$ cat config.mk
export PLATFORM = sky130hd
export DESIGN_NAME = midi_timed_event_dispatcher_unit
export DESIGN_NICKNAME = d
export VERILOG_FILES = /design/src/hdl/mted_pkg.sv /design/src/hdl/mted_datapath.sv /design/src/hdl/mted_controller.sv /design/src/hdl/midi_timed_event_dispatcher_unit.sv
export SDC_FILE = /design/constraint.sdc
export NUM_CORES = 2
export LEC_CHECK = 0
export ABC_AREA = 1
export BUFFER_PORTS_ARGS = -buffer_cell sky130_fd_sc_hd__buf_2
export CAP_MARGIN = 20
export CORE_MARGIN = 3
export CORE_UTILIZATION = 60
export DETAILED_ROUTE_END_ITERATION = 7
export PLACE_DENSITY = 0.78
export SYNTH_ARGS = -nofsm -noshare
export SYNTH_HDL_FRONTEND = slang
export SYNTH_SLANG_ARGS = --single-unit
$ cat constraint.sdc
create_clock -name clk -period 10.85 [get_ports clk]
set_input_delay 0.5425 -clock clk [delete_from_list [all_inputs] [get_ports clk]]
set_output_delay 0.5425 -clock clk [all_outputs]
set_load 0.02 [all_outputs]
$ cat src/hdl/mted_pkg.sv
// shared types and constants for the midi timed event dispatcher
package mted_pkg;

	localparam int QUEUE_DEPTH_DEF = 16;
	localparam int MAX_RESULTS = 16;
	localparam logic [7:0] TEMPO_META = 8'h51;
	localparam logic [6:0] VEL_MAX = 7'd127;
	localparam logic [23:0] TEMPO_MAX = 24'hFFFFFF;

	localparam logic [1:0] REQ_ENQ = 2'd0;
	localparam logic [1:0] REQ_TICK = 2'd1;
	localparam logic [1:0] REQ_CLEAR = 2'd2;

	localparam logic [2:0] KIND_ACCEPTED = 3'd0;
	localparam logic [2:0] KIND_REJECTED = 3'd1;
	localparam logic [2:0] KIND_MESSAGE = 3'd2;
	localparam logic [2:0] KIND_TEMPO = 3'd3;
	localparam logic [2:0] KIND_CLEARED = 3'd4;

	localparam logic CFG_TEMPO_SCALE = 1'b0;
	localparam logic CFG_VELOCITY_SCALE = 1'b1;

	typedef enum logic [2:0] {
		ST_IDLE,
		ST_READ,
		ST_CHECK,
		ST_DIV,
		ST_EMIT_TEMPO
	} state_t;

	// controller -> datapath
	typedef struct packed {
		logic latch;
		logic enq_write;
		logic emit_simple;
		logic [2:0] simple_kind;
		logic clear;
		logic mem_read;
		logic pop;
		logic emit_msg;
		logic div_start;
		logic emit_tempo;
		logic flush;
		logic emit_last;
	} ctrl_t;

	// datapath -> controller
	typedef struct packed {
		logic [1:0] req;
		logic full;
		logic empty;
		logic due;
		logic head_meta;
		logic head_tempo;
		logic div_done;
	} stat_t;

endpackage

$ cat src/hdl/mted_datapath.sv
// queue storage, velocity scaling, tempo divider and result registers
module mted_datapath #(
	parameter int QUEUE_DEPTH = mted_pkg::QUEUE_DEPTH_DEF
) (
	input  logic clk,
	input  logic arst_n,
	input  mted_pkg::ctrl_t ctrl,
	output mted_pkg::stat_t stat,
	input  logic cfg_we,
	input  logic cfg_index,
	input  logic [15:0] cfg_data,
	input  logic [1:0] req_type,
	input  logic [31:0] now_ticks,
	input  logic [31:0] time_ticks,
	input  logic is_absolute,
	input  logic [7:0] status_byte,
	input  logic [6:0] data_one,
	input  logic [6:0] data_two,
	input  logic is_meta,
	input  logic [7:0] meta_type,
	input  logic [23:0] meta_payload,
	output logic result_valid,
	output logic [2:0] result_kind,
	output logic [7:0] out_status,
	output logic [6:0] out_data_one,
	output logic [6:0] out_data_two,
	output logic [23:0] tempo_us,
	output logic [4:0] queue_count,
	output logic last
);
	localparam int IW = (QUEUE_DEPTH > 1) ? $clog2(QUEUE_DEPTH) : 1;
	localparam int CW = $clog2(QUEUE_DEPTH + 1);

	logic [15:0] tempo_scale_q, velocity_scale_q;
	logic [1:0] req_q;
	logic [31:0] now_q, time_q;
	logic abs_q;
	logic [54:0] body_q;
	logic [IW-1:0] head_q, tail_q;
	logic [CW-1:0] count_q;
	logic [31:0] due_mem [QUEUE_DEPTH];
	logic [54:0] body_mem [QUEUE_DEPTH];
	logic [31:0] rd_due_q;
	logic [54:0] rd_body_q;

	// tempo divider: 32-bit dividend, one quotient bit a cycle
	logic [31:0] div_num_q, div_quo_q;
	logic [16:0] div_rem_q;
	logic [5:0] div_cnt_q;
	logic div_busy_q;
	logic [16:0] rem_shift;
	logic [32:0] due_sum;
	logic [31:0] due_val;
	logic [22:0] vel_prod;
	logic [14:0] vel_shr;
	logic [6:0] vel;
	logic [3:0] hi_nib;

	// drain word staging
	logic [2:0] stg_kind_q;
	logic [7:0] stg_status_q;
	logic [6:0] stg_d1_q;
	logic [6:0] stg_d2_q;
	logic [23:0] stg_tempo_q;
	logic [4:0] stg_count_q;

	always_ff @(posedge clk or negedge arst_n) begin
		if (!arst_n) begin
			tempo_scale_q <= 16'd256;
			velocity_scale_q <= 16'd256;
		end else if (cfg_we) begin
			if (cfg_index == mted_pkg::CFG_TEMPO_SCALE) tempo_scale_q <= cfg_data;
			else velocity_scale_q <= cfg_data;
		end
	end

	always_ff @(posedge clk) begin
		if (ctrl.latch) begin
			req_q <= req_type;
			now_q <= now_ticks;
			time_q <= time_ticks;
			abs_q <= is_absolute;
			body_q <= {status_byte, data_one, data_two, is_meta, meta_type, meta_payload};
		end
	end

	assign due_sum = {1'b0, time_q} + {1'b0, now_q};
	assign due_val = abs_q ? time_q : (due_sum[32] ? 32'hFFFFFFFF : due_sum[31:0]);

	always_ff @(posedge clk) begin
		if (ctrl.enq_write) begin
			due_mem[tail_q] <= due_val;
			body_mem[tail_q] <= body_q;
		end
		if (ctrl.mem_read) begin
			rd_due_q <= due_mem[head_q];
			rd_body_q <= body_mem[head_q];
		end
	end

	always_ff @(posedge clk or negedge arst_n) begin
		if (!arst_n) begin
			head_q <= '0;
			tail_q <= '0;
			count_q <= '0;
		end else if (ctrl.clear) begin
			head_q <= '0;
			tail_q <= '0;
			count_q <= '0;
		end else if (ctrl.enq_write) begin
			tail_q <= (tail_q == IW'(QUEUE_DEPTH - 1)) ? '0 : tail_q + 1'b1;
			count_q <= count_q + 1'b1;
		end else if (ctrl.pop) begin
			head_q <= (head_q == IW'(QUEUE_DEPTH - 1)) ? '0 : head_q + 1'b1;
			count_q <= count_q - 1'b1;
		end
	end

	assign stat.req = req_q;
	assign stat.full = (count_q == CW'(QUEUE_DEPTH));
	assign stat.empty = (count_q == '0);
	assign stat.due = (rd_due_q <= now_q);
	assign stat.head_meta = rd_body_q[32];
	assign stat.head_tempo = (rd_body_q[31:24] == mted_pkg::TEMPO_META);
	assign stat.div_done = div_busy_q && (div_cnt_q == 6'd0);

	assign rem_shift = {div_rem_q[15:0], div_num_q[31]};
	always_ff @(posedge clk or negedge arst_n) begin
		if (!arst_n) begin
			div_busy_q <= 1'b0;
			div_cnt_q <= '0;
		end else if (ctrl.div_start) begin
			div_busy_q <= 1'b1;
			div_cnt_q <= 6'd32;
		end else if (ctrl.emit_tempo) begin
			div_busy_q <= 1'b0;
		end else if (div_busy_q && div_cnt_q != 6'd0) begin
			div_cnt_q <= div_cnt_q - 1'b1;
		end
	end
	always_ff @(posedge clk) begin
		if (ctrl.div_start) begin
			div_num_q <= {rd_body_q[23:0], 8'd0};
			div_rem_q <= '0;
			div_quo_q <= '0;
		end else if (div_busy_q && div_cnt_q != 6'd0) begin
			div_num_q <= {div_num_q[30:0], 1'b0};
			if (rem_shift >= {1'b0, tempo_scale_q}) begin
				div_rem_q <= rem_shift - {1'b0, tempo_scale_q};
				div_quo_q <= {div_quo_q[30:0], 1'b1};
			end else begin
				div_rem_q <= rem_shift;
				div_quo_q <= {div_quo_q[30:0], 1'b0};
			end
		end
	end

	assign hi_nib = rd_body_q[54:51];
	assign vel_prod = rd_body_q[39:33] * velocity_scale_q;
	assign vel_shr = vel_prod[22:8];
	assign vel = (vel_shr > 15'(mted_pkg::VEL_MAX)) ? mted_pkg::VEL_MAX : vel_shr[6:0];

	always_ff @(posedge clk or negedge arst_n) begin
		if (!arst_n) result_valid <= 1'b0;
		else result_valid <= ctrl.emit_simple | ctrl.flush;
	end

	// queue_count after this word: pop/enq land on the same edge, so use next count
	always_ff @(posedge clk) begin
		if (ctrl.emit_msg) begin
			stg_kind_q <= mted_pkg::KIND_MESSAGE;
			stg_status_q <= rd_body_q[54:47];
			stg_d1_q <= rd_body_q[46:40];
			stg_d2_q <= (hi_nib == 4'd8 || hi_nib == 4'd9) ? vel : rd_body_q[39:33];
			stg_tempo_q <= '0;
			stg_count_q <= 5'(count_q - 1'b1);
		end else if (ctrl.emit_tempo) begin
			stg_kind_q <= mted_pkg::KIND_TEMPO;
			stg_status_q <= '0;
			stg_d1_q <= '0;
			stg_d2_q <= '0;
			stg_tempo_q <= (tempo_scale_q == '0 || div_quo_q[31:24] != '0)
				? mted_pkg::TEMPO_MAX : div_quo_q[23:0];
			stg_count_q <= 5'(count_q - 1'b1);
		end
	end

	always_ff @(posedge clk) begin
		last <= ctrl.emit_last;
		out_status <= '0;
		out_data_one <= '0;
		out_data_two <= '0;
		tempo_us <= '0;
		if (ctrl.emit_simple) begin
			result_kind <= ctrl.simple_kind;
			if (ctrl.clear) queue_count <= '0;
			else if (ctrl.enq_write) queue_count <= 5'(count_q + 1'b1);
			else queue_count <= 5'(count_q);
		end else if (ctrl.flush) begin
			result_kind <= stg_kind_q;
			out_status <= stg_status_q;
			out_data_one <= stg_d1_q;
			out_data_two <= stg_d2_q;
			tempo_us <= stg_tempo_q;
			queue_count <= stg_count_q;
		end
	end
endmodule

$ cat src/hdl/mted_controller.sv
// sequencer for enqueue, tick drain and clear requests
module mted_controller (
	input  logic clk,
	input  logic arst_n,
	input  logic start,
	output logic busy,
	input  mted_pkg::stat_t stat,
	output mted_pkg::ctrl_t ctrl
);
	mted_pkg::state_t state_q, state_d;
	logic [4:0] nres_q, nres_d;
	logic pend_q, pend_d;

	always_ff @(posedge clk or negedge arst_n) begin
		if (!arst_n) begin
			state_q <= mted_pkg::ST_IDLE;
			nres_q <= '0;
			pend_q <= 1'b0;
		end else begin
			state_q <= state_d;
			nres_q <= nres_d;
			pend_q <= pend_d;
		end
	end

	always_comb begin
		state_d = state_q;
		nres_d = nres_q;
		pend_d = pend_q;
		ctrl = '0;
		busy = (state_q != mted_pkg::ST_IDLE);
		unique case (state_q)
			mted_pkg::ST_IDLE: begin
				if (start) begin
					ctrl.latch = 1'b1;
					state_d = mted_pkg::ST_READ;
					nres_d = '0;
					pend_d = 1'b0;
				end
			end
			mted_pkg::ST_READ: begin
				// decode request; tick issues a head read
				state_d = mted_pkg::ST_IDLE;
				case (stat.req)
					mted_pkg::REQ_ENQ: begin
						ctrl.emit_simple = 1'b1;
						ctrl.emit_last = 1'b1;
						if (stat.full) ctrl.simple_kind = mted_pkg::KIND_REJECTED;
						else begin
							ctrl.simple_kind = mted_pkg::KIND_ACCEPTED;
							ctrl.enq_write = 1'b1;
						end
					end
					mted_pkg::REQ_CLEAR: begin
						ctrl.emit_simple = 1'b1;
						ctrl.emit_last = 1'b1;
						ctrl.simple_kind = mted_pkg::KIND_CLEARED;
						ctrl.clear = 1'b1;
					end
					mted_pkg::REQ_TICK: begin
						if (!stat.empty && nres_q != 5'(mted_pkg::MAX_RESULTS)) begin
							ctrl.mem_read = 1'b1;
							state_d = mted_pkg::ST_CHECK;
						end else if (pend_q) begin
							// drain over: the staged word is the final one
							ctrl.flush = 1'b1;
							ctrl.emit_last = 1'b1;
							pend_d = 1'b0;
						end
					end
					default: ;
				endcase
			end
			mted_pkg::ST_CHECK: begin
				if (!stat.due) begin
					state_d = mted_pkg::ST_IDLE;
					if (pend_q) begin
						ctrl.flush = 1'b1;
						ctrl.emit_last = 1'b1;
						pend_d = 1'b0;
					end
				end else if (stat.head_meta && !stat.head_tempo) begin
					ctrl.pop = 1'b1;
					state_d = mted_pkg::ST_READ;
				end else if (stat.head_meta) begin
					ctrl.div_start = 1'b1;
					state_d = mted_pkg::ST_DIV;
				end else begin
					ctrl.pop = 1'b1;
					ctrl.emit_msg = 1'b1;
					ctrl.flush = pend_q;
					pend_d = 1'b1;
					nres_d = nres_q + 1'b1;
					state_d = mted_pkg::ST_READ;
				end
			end
			mted_pkg::ST_DIV: begin
				if (stat.div_done) begin
					ctrl.pop = 1'b1;
					ctrl.emit_tempo = 1'b1;
					ctrl.flush = pend_q;
					pend_d = 1'b1;
					nres_d = nres_q + 1'b1;
					state_d = mted_pkg::ST_READ;
				end
			end
			default: state_d = mted_pkg::ST_IDLE;
		endcase
	end
endmodule

$ cat src/hdl/midi_timed_event_dispatcher_unit.sv
// top level of the midi timed event dispatcher
// A start pulse with busy low takes one request word: enqueue, tick or clear.
// Result words sit on the result ports for one cycle each, marked by
// result_valid; the receiver cannot stall them. last marks the final word
// of a request.
// Enqueue and clear give one word, formed in ST_READ and registered onto the
// ports; busy is high for one cycle, and a new request is taken back in idle.
// A tick walks the queue head: each head entry takes a memory read (ST_READ)
// and a due compare (ST_CHECK); a due message gives a word, a set-tempo meta adds
// a 32-step restoring divider, other metas are dropped.
// At most 16 words per tick; the rest stay queued for the next tick.
// Each drain word waits in a staging register until the next head is known:
// it leaves when the next word is formed, or with last set when the drain
// ends. A tick with nothing due gives no word.
// Reset clears the queue pointers and count (queue memory is left as is)
// and sets tempo_scale and velocity_scale to 256, unity in Q8.8.
// Configuration writes take effect at the next clock edge; write only while
// the block is idle.
module midi_timed_event_dispatcher_unit #(
	parameter int QUEUE_DEPTH = mted_pkg::QUEUE_DEPTH_DEF
) (
	input  logic clk,
	input  logic arst_n,
	input  logic start,
	output logic busy,
	input  logic cfg_we,
	input  logic cfg_index,
	input  logic [15:0] cfg_data,
	input  logic [1:0] req_type,
	input  logic [31:0] now_ticks,
	input  logic [31:0] time_ticks,
	input  logic is_absolute,
	input  logic [7:0] status_byte,
	input  logic [6:0] data_one,
	input  logic [6:0] data_two,
	input  logic is_meta,
	input  logic [7:0] meta_type,
	input  logic [23:0] meta_payload,
	output logic result_valid,
	output logic [2:0] result_kind,
	output logic [7:0] out_status,
	output logic [6:0] out_data_one,
	output logic [6:0] out_data_two,
	output logic [23:0] tempo_us,
	output logic [4:0] queue_count,
	output logic last
);
	mted_pkg::ctrl_t ctrl;
	mted_pkg::stat_t stat;

	mted_controller u_ctrl (
		.clk(clk), .arst_n(arst_n), .start(start), .busy(busy),
		.stat(stat), .ctrl(ctrl)
	);

	mted_datapath #(.QUEUE_DEPTH(QUEUE_DEPTH)) u_dp (
		.clk(clk), .arst_n(arst_n), .ctrl(ctrl), .stat(stat),
		.cfg_we(cfg_we), .cfg_index(cfg_index), .cfg_data(cfg_data),
		.req_type(req_type), .now_ticks(now_ticks), .time_ticks(time_ticks),
		.is_absolute(is_absolute), .status_byte(status_byte), .data_one(data_one),
		.data_two(data_two), .is_meta(is_meta), .meta_type(meta_type),
		.meta_payload(meta_payload), .result_valid(result_valid),
		.result_kind(result_kind), .out_status(out_status),
		.out_data_one(out_data_one), .out_data_two(out_data_two),
		.tempo_us(tempo_us), .queue_count(queue_count), .last(last)
	);

	a_no_start_taken_busy: assert property (@(posedge clk) disable iff (!arst_n)
		(start && !busy) |=> busy)
		else $error("request not taken");
	a_one_emit: assert property (@(posedge clk) disable iff (!arst_n)
		$countones({ctrl.emit_simple, ctrl.emit_msg, ctrl.emit_tempo}) <= 1)
		else $error("two result sources at once");
	a_word_follows_emit: assert property (@(posedge clk) disable iff (!arst_n)
		(ctrl.emit_simple || ctrl.flush) |=> result_valid)
		else $error("result word missing");
endmodule

==> results.json <==
{
  "status": "complete, no violations",
  "layout-area-overhead-vs-synth_pct": 12.0,
  "drive_gt1_frac": 0.0880,
  "placedInstanceArea_um2": 80100,
  "cts_tree": "done",
  "period_needed_ns": 5.16,
  "ios": 200,
  "ant_nets": 0,
  "synth-seq-area-share": 0.692,
  "power_density_nw_per_um2": 241,
  "start_util": 0.607,
  "relSlewSlack": 0.209,
  "crit_type": "reg -> reg",
  "final.period_utilization": 0.475,
  "worstPathRequired_ns": 11.38,
  "stdcell_area_um2": 87000,
  "synth_edf_count": 1660,
  "grt_pass1_wl_mm": 303,
  "drtPass1Iterations": 6,
  "ys.flop_type": "edfxtp_1",
  "syn_nets": 6911,
  "finalNetCount": 7134,
  "finalSetupTns_ns": 0,
  "place.gp.congestion": 0.935,
  "synthTopCellsByCount": "1660 x edfxtp_1, 1223 x nand2_1, 621 x nor2_1",
  "io_buffer_count": 199,
  "first_global_vias": 51200,
  "post_drt_wl_per_cell_um": 23.3,
  "fillers": 8740,
  "htreeDepth": 4,
  "finalWirelength_mm": 202,
  "yosys-top-cells-area": "edfxtp_1 64%, nand2_1 5.9%, o21ai_0 3.7%, dfxtp_1 3.1%, nor2_1 3.0%",
  "clock.fmax_ghz": 0.194,
  "grt_setup_unrepaired": "false",
  "grt_overflow_total": 0,
  "cts_hold_buffers": 124,
  "die_h_um": 366,
  "drt_iter0_drc": 7335,
  "peakVddDrop_mv": 0.232,
  "clock-sinks": 1841,
  "min_path_type": "in -> reg",
  "final_cell_count_no_fill": 8661,
  "r2r_cells": 24,
  "arrival_ns": 5.69,
  "p_total_mw": 21.0,
  "fp-row-count": 131,
  "finalClockSkew_ns": 0.0737,
  "ys_ff_latch": 1841,
  "hold_viol": 0,
  "avgSynthCellArea_um2": 11.8,
  "die_w_um": 366,
  "drt-vias-per-instance": 6.08,
  "ys_async_sr_fraction": 0.0331,
  "cts_buffers": 176,
  "clk_latency_ns": 0.84,
  "whs_path_depth": 3,
  "synth_top_area_share": 0.642,
  "synth.most_common_cell": "edfxtp_1",
  "dieArea_um2": 134000,
  "antenna_found_initial": 3,
  "p_leak_nw": 32.6,
  "synth_cell_types": 58,
  "synth-warning-count": 0,
  "clk_pin_slew_ns": 0.06,
  "cp-start-kind": "flop",
  "vias": 52600,
  "tightest_slew_ns": 1.19,
  "core_um2": 128000,
  "cts_root_buf": "clkbuf_16",
  "syn-cell-area_um2": 77700,
  "grt_max_degree": 263,
  "drcViolationCount": 0,
  "synthCells": 6562,
  "dp_hpwl_mm": 107,
  "post_cts_buffers": 0,
  "cts_buffer_depth": 3,
  "track_usage": 0.297,
  "drv_cap": 0,
  "setup_viol": 0,
  "post_cts_resized": 0,
  "report.final.slew_viol_count": 0,
  "dp.cells": 8211,
  "path_max_fanout": 17,
  "yosysTopAreaCell": "edfxtp_1",
  "end_kind": "flop"
}
## layer usage
| metal | part of all wire | global-route usage | vias up |
|---|---|---|---|
| met2 | 0.48 | 0.481 | 3336 |
| met5 | 0 | 0 | - |
| met1 | 0.37 | 0.392 | 25200 |
| met3 | 0.11 | 0.0568 | 566 |
| li1 | - | - | 23500 |
| met4 | 0.044 | 0.137 | 0 |
## cell families (layout without fill, tap and decap cells)
group / after synthesis / after routing / synth area share
AOI/OAI and AO/OA: 1256 / 1256 / 0.0932
xor gates and xnor gates: 41 / 41 / 0.00462
adders and majority gates: 206 / 206 / 0.0399
buffers and inverters: 935 / 1304 / 0.0481
DFF: 1841 / 1841 / 0.692
other: 0 / 1 / 0
and+or+nand+nor: 2283 / 2283 / 0.122
## cell type report
type,count,area [µm²],area share
Clock inverter,90,958,0.0110
Multi-Input combinational cell,3786,20300,0.234
Inverter,585,2220,0.0256
Timing Repair Buffer,395,2840,0.0326
Sequential cell,1841,53800,0.619
Tap cell,1729,2160,0.0249
Clock buffer,234,4670,0.0536
Antenna cell,1,2.50,0.0000288
## power breakdown
part           leakage [nW]  total [mW]  internal (mW)  switching (mW)
logic                  13.2        5.99           1.71            4.28
registers              16.7        9.02           8.57           0.452
clock network          2.73        5.95           3.28            2.67
## flip-flops by register name, summed over array words and instances, names as in the netlist, 8 cells and up
register,cells
u_dp.div_quo_q,32
u_dp.velocity_scale_q,16
u_dp.time_q,32
u_dp.stg_tempo_q,24
u_dp.body_mem,880
u_dp.tempo_scale_q,16
u_dp.out_status,8
u_dp.tempo_us,24
u_dp.rd_due_q,32
u_dp.body_q,55
u_dp.div_rem_q,16
u_dp.due_mem,512
u_dp.stg_status_q,8
u_dp.rd_body_q,55
u_dp.div_num_q,24
u_dp.now_q,32
## cells in the final DEF (no fill, tap or decap), types with 17 or more instances in the layout
master / count
nor2_1: 604
dlygate4sd3_1: 124
nand2_1: 1221
buf_2: 199
buf_4: 68
o21ai_0: 578
clkinv_2: 33
nor2_4: 20
edfxtp_1: 1660
o21ai_1: 17
xor2_1: 21
clkbuf_1: 53
dfrtp_1: 55
a21oi_1: 316
dfxtp_1: 120
xnor2_1: 20
nand3_1: 259
fa_1: 70
o221ai_1: 74
nor2_2: 23
inv_1: 573
clkinv_1: 28
o22ai_1: 103
nand4_1: 102
a221oi_1: 99
ha_1: 136
clkbuf_16: 176
## stage by stage
step	hold slack (ns)	util	setup WS (ns)
after global routing	0.0791	0.679	5.40
after CTS	0.0248	0.679	5.74
after floorplan	0.247	-	0.921
after global placement	0.417	0.625	5.77
final	0.0757	0.679	5.69
after detailed placement	0.417	0.626	5.78
## worst paths after layout
path,from,to,slack (ns)
min,cfg_data[1],u_dp.velocity_scale_q[1],0.08
max in group asynchronous,arst_n,u_dp.head_q[1],9.71
min reg2reg,u_dp.stg_tempo_q[0],u_dp.tempo_us[0],0.42
max reg2reg,u_dp.rd_body_q[34],u_dp.stg_d2_q[2],5.69
max,u_dp.rd_body_q[34],u_dp.stg_d2_q[2],5.69
min in group asynchronous,arst_n,u_dp.div_busy_q,0.46
## worst max-delay path, cell delays in order, from the launching register on
cell and delay (ns):
edfxtp_1 0.67, nand2_1 0.14, inv_1 0.07, fa_1 0.54, inv_1 0.07, fa_1 0.53
inv_1 0.05, fa_1 0.48, inv_1 0.05, fa_1 0.47, inv_1 0.05, ha_1 0.29
nand2_1 0.11, inv_1 0.09, nand2_1 0.08, nor3_1 0.31, nand3_1 0.17, nand3_1 0.10
nand2_1 0.05, nand2_1 0.06, nand2_1 0.09, nor2_4 0.20, nand3_1 0.11, nand2_1 0.08
inv_1 0.04
No activity file was read; power rests on OpenSTA's default activity.
